### config.mk
export PLATFORM = sky130hd
export DESIGN_NAME = prescaled_autoreload_timer_flat
export DESIGN_NICKNAME = d
export VERILOG_FILES = /design/src/design/pat_pkg.sv /design/src/design/pat_req_if.sv /design/src/design/pat_rsp_if.sv /design/src/design/pat_counter.sv /design/src/design/pat_regfile.sv /design/src/design/prescaled_autoreload_timer.sv /design/src/flat_wrapper.sv
export SDC_FILE = /design/constraint.sdc
export NUM_CORES = 1
export LEC_CHECK = 0
export ABC_AREA = 1
export BUFFER_PORTS_ARGS = -buffer_cell sky130_fd_sc_hd__buf_4
export CAP_MARGIN = 5
export CORE_UTILIZATION = 50
export DETAILED_ROUTE_END_ITERATION = 16
export GPL_TIMING_DRIVEN = 0
export HOLD_SLACK_MARGIN = 0.1
export PLACE_DENSITY = 0.73
export SLEW_MARGIN = 10
export SYNTH_ARGS = -nofsm -noshare
export SYNTH_HDL_FRONTEND = slang
export SYNTH_SLANG_ARGS = --single-unit
export TNS_END_PERCENT = 1
### constraint.sdc
create_clock -name clk -period 2.3 [get_ports clk]
set_clock_uncertainty 0.05 [all_clocks]
set_input_delay 0.115 -clock clk [delete_from_list [all_inputs] [get_ports clk]]
set_output_delay 0.115 -clock clk [all_outputs]
set_load 0.01 [all_outputs]
### src/design/pat_pkg.sv
package pat_pkg;

	// Register file geometry. Words at or beyond REG_WORDS lie outside the block.
	localparam int unsigned REG_WORDS   = 32;
	localparam int unsigned MAP_WORDS   = 28;
	localparam int unsigned STORE_WORDS = (REG_WORDS < MAP_WORDS) ? REG_WORDS : MAP_WORDS;

	localparam logic [8:0] REG_WORDS_LIM = 9'(REG_WORDS);

	// Actions carried by an input item.
	localparam logic [1:0] ACT_TICK  = 2'd0;
	localparam logic [1:0] ACT_READ  = 2'd1;
	localparam logic [1:0] ACT_WRITE = 2'd2;

	// Byte offsets of the registers with side effects.
	localparam logic [9:0] OFS_CR1 = 10'h000;
	localparam logic [9:0] OFS_SR  = 10'h010;
	localparam logic [9:0] OFS_EGR = 10'h014;
	localparam logic [9:0] OFS_CNT = 10'h024;
	localparam logic [9:0] OFS_PSC = 10'h028;
	localparam logic [9:0] OFS_ARR = 10'h02C;

	// Matching word indexes.
	localparam int unsigned CR1_W = 0;
	localparam int unsigned SR_W  = 4;
	localparam int unsigned EGR_W = 5;
	localparam int unsigned CNT_W = 9;
	localparam int unsigned PSC_W = 10;
	localparam int unsigned ARR_W = 11;

	localparam int unsigned CEN_BIT = 0;
	localparam int unsigned OPM_BIT = 3;
	localparam int unsigned UIF_BIT = 0;
	localparam int unsigned UG_BIT  = 0;

	localparam logic [31:0] WMASK [MAP_WORDS] = '{
		32'h00000BFF, 32'h00F57FFD, 32'h0031FFFF, 32'h00007FFF,
		32'h00033FFF, 32'h000001FF, 32'h0101FFFF, 32'h0101FFFF,
		32'h0033FFFF, 32'h0000FFFF, 32'h0000FFFF, 32'h0000FFFF,
		32'h0000FFFF, 32'h0000FFFF, 32'h0000FFFF, 32'h0000FFFF,
		32'h0000FFFF, 32'h03FFFFFF, 32'h00001F1F, 32'hFFFFFFFF,
		32'h00000000, 32'h0101FCFC, 32'hE000FFFF, 32'h0000FFFF,
		32'h0003CF07, 32'h00000F07, 32'h00000000, 32'h0F0F0F0F
	};

	localparam logic [31:0] RSTVAL [MAP_WORDS] = '{
		32'h0, 32'h0, 32'h0, 32'h0, 32'h0, 32'h0, 32'h0, 32'h0,
		32'h0, 32'h0, 32'h0, 32'h0000FFFF, 32'h0, 32'h0, 32'h0, 32'h0,
		32'h0, 32'h0, 32'h0, 32'h0, 32'h0, 32'h0, 32'h0, 32'h0,
		32'h00000001, 32'h00000001, 32'h0, 32'h0
	};

	typedef struct packed {
		logic [1:0]  action;
		logic [9:0]  ofs;
		logic [31:0] data;
	} pat_cmd_t;

	typedef struct packed {
		logic        step;
		logic        tick_en;
		logic        restart;
		logic [15:0] psc;
		logic [15:0] arr;
	} pat_cnt_ctl_t;

	typedef struct packed {
		logic        wrap;
		logic [15:0] live;
	} pat_cnt_stat_t;

	typedef struct packed {
		logic [31:0] read_data;
		logic        uif;
		logic        cen;
	} pat_rsp_t;

endpackage

### src/design/pat_req_if.sv
interface pat_req_if;
	logic        valid;
	logic        ready;
	logic [1:0]  action;
	logic [9:0]  byte_offset;
	logic [31:0] write_data;

	modport source (output valid, output action, output byte_offset, output write_data,
		input ready);
	modport sink (input valid, input action, input byte_offset, input write_data,
		output ready);
endinterface

### src/design/pat_rsp_if.sv
interface pat_rsp_if;
	logic        valid;
	logic        ready;
	logic [31:0] read_data;
	logic        update_flag;
	logic        counting;

	modport source (output valid, output read_data, output update_flag, output counting,
		input ready);
	modport sink (input valid, input read_data, input update_flag, input counting,
		output ready);
endinterface

### src/design/pat_counter.sv
module pat_counter (
	input  logic                   clk,
	input  logic                   arst_n,
	input  pat_pkg::pat_cnt_ctl_t  ctl,
	output pat_pkg::pat_cnt_stat_t stat
);

	logic [15:0] pc_q;
	logic [15:0] lc_q;
	logic        pc_done;
	logic        lc_done;

	assign pc_done = (pc_q >= ctl.psc);
	assign lc_done = (lc_q >= ctl.arr);

	assign stat.wrap = ctl.tick_en && pc_done && lc_done;
	assign stat.live = lc_q;

	always_ff @(posedge clk or negedge arst_n) begin
		if (!arst_n) begin
			pc_q <= 16'd0;
			lc_q <= 16'd0;
		end else if (ctl.step) begin
			if (ctl.restart) begin
				pc_q <= 16'd0;
				lc_q <= 16'd0;
			end else if (ctl.tick_en) begin
				if (!pc_done) begin
					pc_q <= pc_q + 16'd1;
				end else begin
					pc_q <= 16'd0;
					lc_q <= lc_done ? 16'd0 : lc_q + 16'd1;
				end
			end
		end
	end

	a_restart_clears: assert property (@(posedge clk) disable iff (!arst_n)
		ctl.step && ctl.restart |=> pc_q == 16'd0 && lc_q == 16'd0)
		else $error("count not cleared after restart");

endmodule

### src/design/pat_regfile.sv
module pat_regfile (
	input  logic                   clk,
	input  logic                   arst_n,
	input  logic                   step,
	input  pat_pkg::pat_cmd_t      cmd,
	input  pat_pkg::pat_cnt_stat_t stat,
	output pat_pkg::pat_cnt_ctl_t  ctl,
	output pat_pkg::pat_rsp_t      rsp
);

	logic [pat_pkg::STORE_WORDS-1:0][31:0] word_q;
	logic [pat_pkg::STORE_WORDS-1:0][31:0] nxt_word;

	logic [7:0]  w;
	logic        aligned;
	logic        in_blk;
	logic        is_rd;
	logic        is_wr;
	logic        cen;
	logic        opm;
	logic [15:0] arr;
	logic [15:0] cap;
	logic        cnt_live_rd;
	logic        ug;
	logic        cen_rise;
	logic        set_uif;
	logic [31:0] rd_word;

	assign w       = cmd.ofs[9:2];
	assign aligned = (cmd.ofs[1:0] == 2'd0);
	assign in_blk  = ({1'b0, w} < pat_pkg::REG_WORDS_LIM);
	assign is_rd   = (cmd.action == pat_pkg::ACT_READ);
	assign is_wr   = (cmd.action == pat_pkg::ACT_WRITE);

	assign cen = word_q[pat_pkg::CR1_W][pat_pkg::CEN_BIT];
	assign opm = word_q[pat_pkg::CR1_W][pat_pkg::OPM_BIT];
	assign arr = word_q[pat_pkg::ARR_W][15:0];

	assign cap         = (stat.live > arr) ? arr : stat.live;
	assign cnt_live_rd = is_rd && (cmd.ofs == pat_pkg::OFS_CNT) && cen;

	assign ug       = is_wr && (cmd.ofs == pat_pkg::OFS_EGR) && cmd.data[pat_pkg::UG_BIT];
	assign cen_rise = is_wr && (cmd.ofs == pat_pkg::OFS_CR1) && cmd.data[pat_pkg::CEN_BIT]
		&& !cen;
	assign set_uif  = ug || stat.wrap;

	assign ctl.step    = step;
	assign ctl.tick_en = (cmd.action == pat_pkg::ACT_TICK) && cen;
	assign ctl.restart = ug || cen_rise;
	assign ctl.psc     = word_q[pat_pkg::PSC_W][15:0];
	assign ctl.arr     = arr;

	// Unaligned offsets read the word that holds them; unstored words read as zero.
	always_comb begin
		rd_word = 32'd0;
		for (int i = 0; i < pat_pkg::STORE_WORDS; i++) begin
			if (w == 8'(i)) begin
				rd_word = word_q[i];
			end
		end
	end

	always_comb begin
		if (!is_rd || !in_blk) begin
			rsp.read_data = 32'd0;
		end else if (cnt_live_rd) begin
			rsp.read_data = {16'd0, cap};
		end else begin
			rsp.read_data = rd_word;
		end
	end

	always_comb begin
		for (int i = 0; i < pat_pkg::STORE_WORDS; i++) begin
			nxt_word[i] = word_q[i];
			if (is_wr && aligned && (w == 8'(i))) begin
				nxt_word[i] = (word_q[i] & ~pat_pkg::WMASK[i])
					| (cmd.data & pat_pkg::WMASK[i]);
			end
			if (i == pat_pkg::EGR_W) begin
				nxt_word[i] = 32'd0;
			end
			if ((i == pat_pkg::SR_W) && set_uif) begin
				nxt_word[i][pat_pkg::UIF_BIT] = 1'b1;
			end
			if ((i == pat_pkg::CR1_W) && stat.wrap && opm) begin
				nxt_word[i][pat_pkg::CEN_BIT] = 1'b0;
			end
			if ((i == pat_pkg::CNT_W) && cnt_live_rd) begin
				nxt_word[i] = {16'd0, cap};
			end
		end
	end

	// Status and enable are reported as they stand after the transfer.
	assign rsp.uif = nxt_word[pat_pkg::SR_W][pat_pkg::UIF_BIT];
	assign rsp.cen = nxt_word[pat_pkg::CR1_W][pat_pkg::CEN_BIT];

	always_ff @(posedge clk or negedge arst_n) begin
		if (!arst_n) begin
			for (int i = 0; i < pat_pkg::STORE_WORDS; i++) begin
				word_q[i] <= pat_pkg::RSTVAL[i];
			end
		end else if (step) begin
			word_q <= nxt_word;
		end
	end

	a_egr_zero: assert property (@(posedge clk) disable iff (!arst_n)
		word_q[pat_pkg::EGR_W] == 32'd0)
		else $error("EGR holds a non-zero value");

	a_cnt_capped: assert property (@(posedge clk) disable iff (!arst_n)
		cnt_live_rd |-> rsp.read_data <= {16'd0, arr})
		else $error("live count read above ARR");

endmodule

### src/design/prescaled_autoreload_timer.sv
// Path: an input transfer is held in the input register, then moves to the result register
// when that register is empty or being read out; all actions take this path.
// Throughput: one item per cycle while results are taken; otherwise the item waits in stage one.
// Reset (arst_n low, asynchronous): registers take their reset values, ARR 0xFFFF,
// the prescaler and the count clear, and both pipeline stages empty.
module prescaled_autoreload_timer (
	input  logic      clk,
	input  logic      arst_n,
	pat_req_if.sink   req,
	pat_rsp_if.source rsp
);

	logic                   valid_s1;
	pat_pkg::pat_cmd_t      cmd_s1;
	logic                   out_valid_q;
	pat_pkg::pat_rsp_t      out_q;
	logic                   step;
	pat_pkg::pat_cnt_ctl_t  cnt_ctl;
	pat_pkg::pat_cnt_stat_t cnt_stat;
	pat_pkg::pat_rsp_t      nxt_rsp;

	assign step      = valid_s1 && (!out_valid_q || rsp.ready);
	assign req.ready = !valid_s1 || step;

	always_ff @(posedge clk or negedge arst_n) begin
		if (!arst_n) begin
			valid_s1 <= 1'b0;
		end else if (req.ready) begin
			valid_s1 <= req.valid;
		end
	end

	always_ff @(posedge clk) begin
		if (req.ready && req.valid) begin
			cmd_s1.action <= req.action;
			cmd_s1.ofs    <= req.byte_offset;
			cmd_s1.data   <= req.write_data;
		end
	end

	pat_regfile u_regfile (
		.clk    (clk),
		.arst_n (arst_n),
		.step   (step),
		.cmd    (cmd_s1),
		.stat   (cnt_stat),
		.ctl    (cnt_ctl),
		.rsp    (nxt_rsp)
	);

	pat_counter u_counter (
		.clk    (clk),
		.arst_n (arst_n),
		.ctl    (cnt_ctl),
		.stat   (cnt_stat)
	);

	always_ff @(posedge clk or negedge arst_n) begin
		if (!arst_n) begin
			out_valid_q <= 1'b0;
		end else if (step) begin
			out_valid_q <= 1'b1;
		end else if (rsp.ready) begin
			out_valid_q <= 1'b0;
		end
	end

	always_ff @(posedge clk) begin
		if (step) begin
			out_q <= nxt_rsp;
		end
	end

	assign rsp.valid       = out_valid_q;
	assign rsp.read_data   = out_q.read_data;
	assign rsp.update_flag = out_q.uif;
	assign rsp.counting    = out_q.cen;

	a_step_fills_out: assert property (@(posedge clk) disable iff (!arst_n)
		step |=> out_valid_q)
		else $error("processed item did not reach the result register");

	a_empty_ready: assert property (@(posedge clk) disable iff (!arst_n)
		!valid_s1 |-> req.ready)
		else $error("empty input stage refuses a transfer");

	a_stall_holds_s1: assert property (@(posedge clk) disable iff (!arst_n)
		valid_s1 && !step |=> valid_s1 && $stable(cmd_s1))
		else $error("stalled item lost from the input stage");

endmodule
### src/flat_wrapper.sv
// flat-port wrapper written by rule: the top's interface ports become plain ports
module prescaled_autoreload_timer_flat 
  (clk, arst_n, req_valid, req_action, req_byte_offset, req_write_data, req_ready, rsp_valid, rsp_read_data, rsp_update_flag, rsp_counting, rsp_ready);
  pat_req_if req_i ();
  pat_rsp_if rsp_i ();
  input  logic clk;
  input  logic arst_n;
  input wire logic [$bits(req_i.valid)-1:0] req_valid;
  input wire logic [$bits(req_i.action)-1:0] req_action;
  input wire logic [$bits(req_i.byte_offset)-1:0] req_byte_offset;
  input wire logic [$bits(req_i.write_data)-1:0] req_write_data;
  output wire logic [$bits(req_i.ready)-1:0] req_ready;
  output wire logic [$bits(rsp_i.valid)-1:0] rsp_valid;
  output wire logic [$bits(rsp_i.read_data)-1:0] rsp_read_data;
  output wire logic [$bits(rsp_i.update_flag)-1:0] rsp_update_flag;
  output wire logic [$bits(rsp_i.counting)-1:0] rsp_counting;
  input wire logic [$bits(rsp_i.ready)-1:0] rsp_ready;
  assign req_i.valid = req_valid;
  assign req_i.action = req_action;
  assign req_i.byte_offset = req_byte_offset;
  assign req_i.write_data = req_write_data;
  assign req_ready = req_i.ready;
  assign rsp_valid = rsp_i.valid;
  assign rsp_read_data = rsp_i.read_data;
  assign rsp_update_flag = rsp_i.update_flag;
  assign rsp_counting = rsp_i.counting;
  assign rsp_i.ready = rsp_ready;
  prescaled_autoreload_timer u_core (.clk(clk), .arst_n(arst_n), .req(req_i), .rsp(rsp_i));
endmodule
==> metrics.md <==
| Metric | Value |
|---|---|
| Kind of critical path | `register to register` |
| Hold crit path type | `primary input to asynchronous set/reset pin` |
| Number of CTS-inserted buffers | `between 50 and 60` |
| GRT Util Overall | `36.0%` |
| Slew Limit Fails | `0` |
| Cell taking the most area after synthesis | `dfrtp_1` |
| Root buf cell | `clkbuf_16` |
| Drt drc | `0` |
| Final GP Congestion | `between 0.9 and 1` |
| Row count | `80` |
| Slew @ Worst Pin | `1210 ps` |
| LEAKAGE | `13.8 nW` |
| Worst-path clk slew | `60 ps` |
| Area grow syn2layout | `22.5%` |
| Placed cells | `3525` |
| Layout cells sized above 1 | `18.6%` |
| Metal3 WL | `9580 µm` |
| Adder-cell area share of the yosys netlist | `1.75%` |
| DP Area | `roughly 26000 µm²` |
| Max frequency | `285 MHz` |
| Post-route cell area | `29800 µm²` |
| Outcome | `finished, violations left` |
| Die Area | `roughly 50000 µm²` |
| Core Area | `around 48000 µm²` |
| Post-synthesis xor/xnor area fraction | `0.432%` |
| RSZ-0062 raised after global routing | `yes` |
| Worst setup path end | `u_core.rsp.read_data[5]` |
| R2R depth | `18` |
| CP Launch Point | `u_core.cmd_s1[36]` |
| 1st-iter DRT viols | `3035` |
| Peak supply drop | `between 0.0007 and 0.0008 V` |
| Post-Syn Instances | `2822` |
| Max clock buf depth | `3` |
| Failing checks | `hold timing, setup timing` |
| DRT met1 WL | `34700 µm` |
| Power Dens Cells | `a little under 700 nW/µm²` |
| Detailed Route WL | `88500 µm` |
| CP required | `roughly 2600 ps` |
| Setup violations, final | `241` |
| GR Overflow Total | `0` |
| Post-synth EDFFs | `approximately 80` |
| Most common cell in the synthesized netlist | `nand2_1` |
| Synth top area cells | `dfrtp_1 44%, nand2_1 13%, edfxtp_1 9.6%, o21ai_0 8.5%, inv_1 3.6%` |
| Top post-synthesis cells by count | `862 x nand2_1, 432 x dfrtp_1, 413 x o21ai_0, 234 x inv_1, 128 x clkbuf_1` |
| I/O pin count | `between 80 and 90` |
| Rel. slew slack | `19.1%` |
| Setup TNS | `-64830 ps` |
| Multiplexer share of the synthesized area | `1.17%` |
| Clock Latency Late Sink | `630 ps` |
| Layout fillers | `4042` |
| First-pass GRT wire length | `~130000 µm` |
| CP startpoint kind | `register` |
| Yosys top cell area share | `44.4%` |
| Async SR Flop Fraction | `between 80% and 90%` |
| Largest net degree at the start of global routing | `111` |
| Vias | `22200` |
| Register area | `between 10000 and 15000 µm²` |
| Post-DP HPWL | `62000 µm` |
| Die width | `223 µm` |
| Yosys cell types | `53` |
| Fin. Hold Viols | `9` |
| Final worst slack | `-1210 ps` |
| Post-layout min period | `3510 ps` |
| CTS tree | `built` |
| WHS | `-7.50 ps` |
| DR top layer | `met5` |
| Post-Syn Nets | `2904` |
| Multi-input gate area | `~10000 µm²` |
| Combinational family with the most area after synthesis | `simple AND/OR/NAND/NOR gates` |
| R2R Path Start | `u_core.cmd_s1[36]` |
| Yosys reg bits | `528` |
| Sequential share of the synthesized area | `56.0%` |
| Maxcap violations | `0` |
| WL per Instance | `23.8 µm` |
| CP Capture Type | `register` |
| Vias in the first global route | `21100` |
| CTS sink cnt | `approximately 530` |
| Crit Path Max Fanout | `10` |
| H-tree levels | `2` |
| Initial antenna violation count | `5` |
| Syn Area/Cell | `8.62 µm²` |
| Port Buffer Count | `83` |
| Nets | `3133` |
| Post-Syn Area | `24300 µm²` |
| R2r endpoint | `u_core.rsp.read_data[5]` |
| Compound-Gate Fraction of Synth Area | `13.9%` |
| Met2 Wirelength | `between 30000 and 40000 µm` |
| Vias per cell | `5.98` |
| Fin util | `62.3%` |
| Post-Layout Cell Count | `3716` |
| Worst Path Arrival | `3810 ps` |
| Initial Utilization | `50.8%` |
| Post-route ant nets | `0` |
| Ys Warns | `0` |
| Pre-antenna DRT Iters | `6` |
| Simple-gate share of the synthesized area | `about a fifth` |
| Setup slack, reg-to-reg | `-1210 ps` |
| Final period util | `152%` |
| Top FF cell, synth | `dfrtp_1` |
| Die height | `223 µm` |
## flip-flops by register name, indices dropped and copies added, names as in the netlist
signal / count
u_core.rsp.read_data: 32
u_core.rsp.counting: 1
u_core.u_regfile.cen: 1
u_core.rsp.update_flag: 1
u_core.u_regfile.ctl: 32
u_core.u_regfile.word_q: 382
u_core.u_counter.lc_q: 16
u_core.valid_s1: 1
u_core.u_counter.pc_q: 16
u_core.rsp.valid: 1
u_core.u_regfile.opm: 1
u_core.cmd_s1: 44
## worst min path at each step
stage                       startpoint                      endpoint  slack [ps]  cells after the start
floorplan                       arst_n              u_core.rsp.valid        -230                      0
global placement    req_write_data[15]             u_core.cmd_s1[15]         240                      1
detailed placement              arst_n   u_core.u_regfile.word_q[11]          70                      1
CTS                             arst_n   u_core.u_regfile.word_q[11]          10                      2
global route                    arst_n  u_core.u_regfile.word_q[106]          50                      2
finish                          arst_n   u_core.u_regfile.word_q[11]          -7                      2
## repair_timing
action	in CTS	in global routing
hold buffers	49	1
setup endpoints to repair	516	516
gates resized for setup	346	151
gates cloned	3	0
hold endpoints to repair	297	66
pin swaps	46	41
setup buffers	28	3
## critical path, stage by stage, from the launching register on
cell and delay, ps:
edfxtp_1 520, buf_6 190, nor2_4 210, nand2_4 120, nor2_4 170, inv_4 70
buf_12 150, o21ai_4 150, nand2_1 80, o21ai_2 80, nand4_1 260, o21ai_2 190
nand3_2 110, a21boi_2 200, nand4_1 220, nand2_2 150, nand3b_1 100, nand2_2 120
a21oi_2 80
## report_power, final
part	switching [mW]	internal, mW	leakage [nW]	total, mW
Sequential	0.156	9.71	6.81	9.87
Clock	3.95	5.19	0.891	9.14
Combinational	1.13	0.474	6.07	1.61
Total	5.24	15.4	13.8	20.6
## routing by layer
| layer | vias to the layer above | global-route usage (%) |
|---|---|---|
| met5 | - | 0 |
| met4 | 2 | 19.6 |
| met3 | 284 | 7.14 |
| met2 | 1376 | 53.8 |
| met1 | 10800 | 49.5 |
| li1 | 9773 | - |
## cell type report
cell class / instances / area share [%]
Antenna cell: 4 / 0.0336
Buffer: 154 / 3.70
Timing Repair inverter: 1 / 0.0252
Tap cell: 615 / 2.58
Clock buffer: 76 / 5.09
Clock inverter: 27 / 1.05
Inverter: 245 / 3.19
Timing Repair Buffer: 170 / 5.14
Sequential cell: 528 / 45.7
Multi-Input combinational cell: 1896 / 33.5
## placed cells by master, fill, tap and decap left out, types with 55 or more instances in the layout
cell type  netlist  layout
buf_4            3     122
a21oi_1         82      74
edfxtp_1        78      78
nor2_1         126      99
dfrtp_1        432     432
clkbuf_1       128      66
inv_1          234     222
o21ai_0        413     379
nand2_2          2      57
nand2_1        862     800
clkbuf_16        0      55
## kinds of logic after synthesis
| logic type | after synthesis |
|---|---|
| fa+ha+maj | 34 |
| buf+inv | 399 |
| compound gates | 614 |
| mux | 28 |
| flops | 528 |
| xor+xnor | 12 |
| simple gates | 1207 |
## metrics by stage
stage	setup WS, ps	total power [mW]
after floorplan	-132	10.5
after global routing	-1240	21.1
after detailed placement	-1960	11.4
after CTS	-1050	20.6
final	-1210	20.6
after global placement	-3530	11.3
Note: power is estimated with default switching activity, not from simulation.
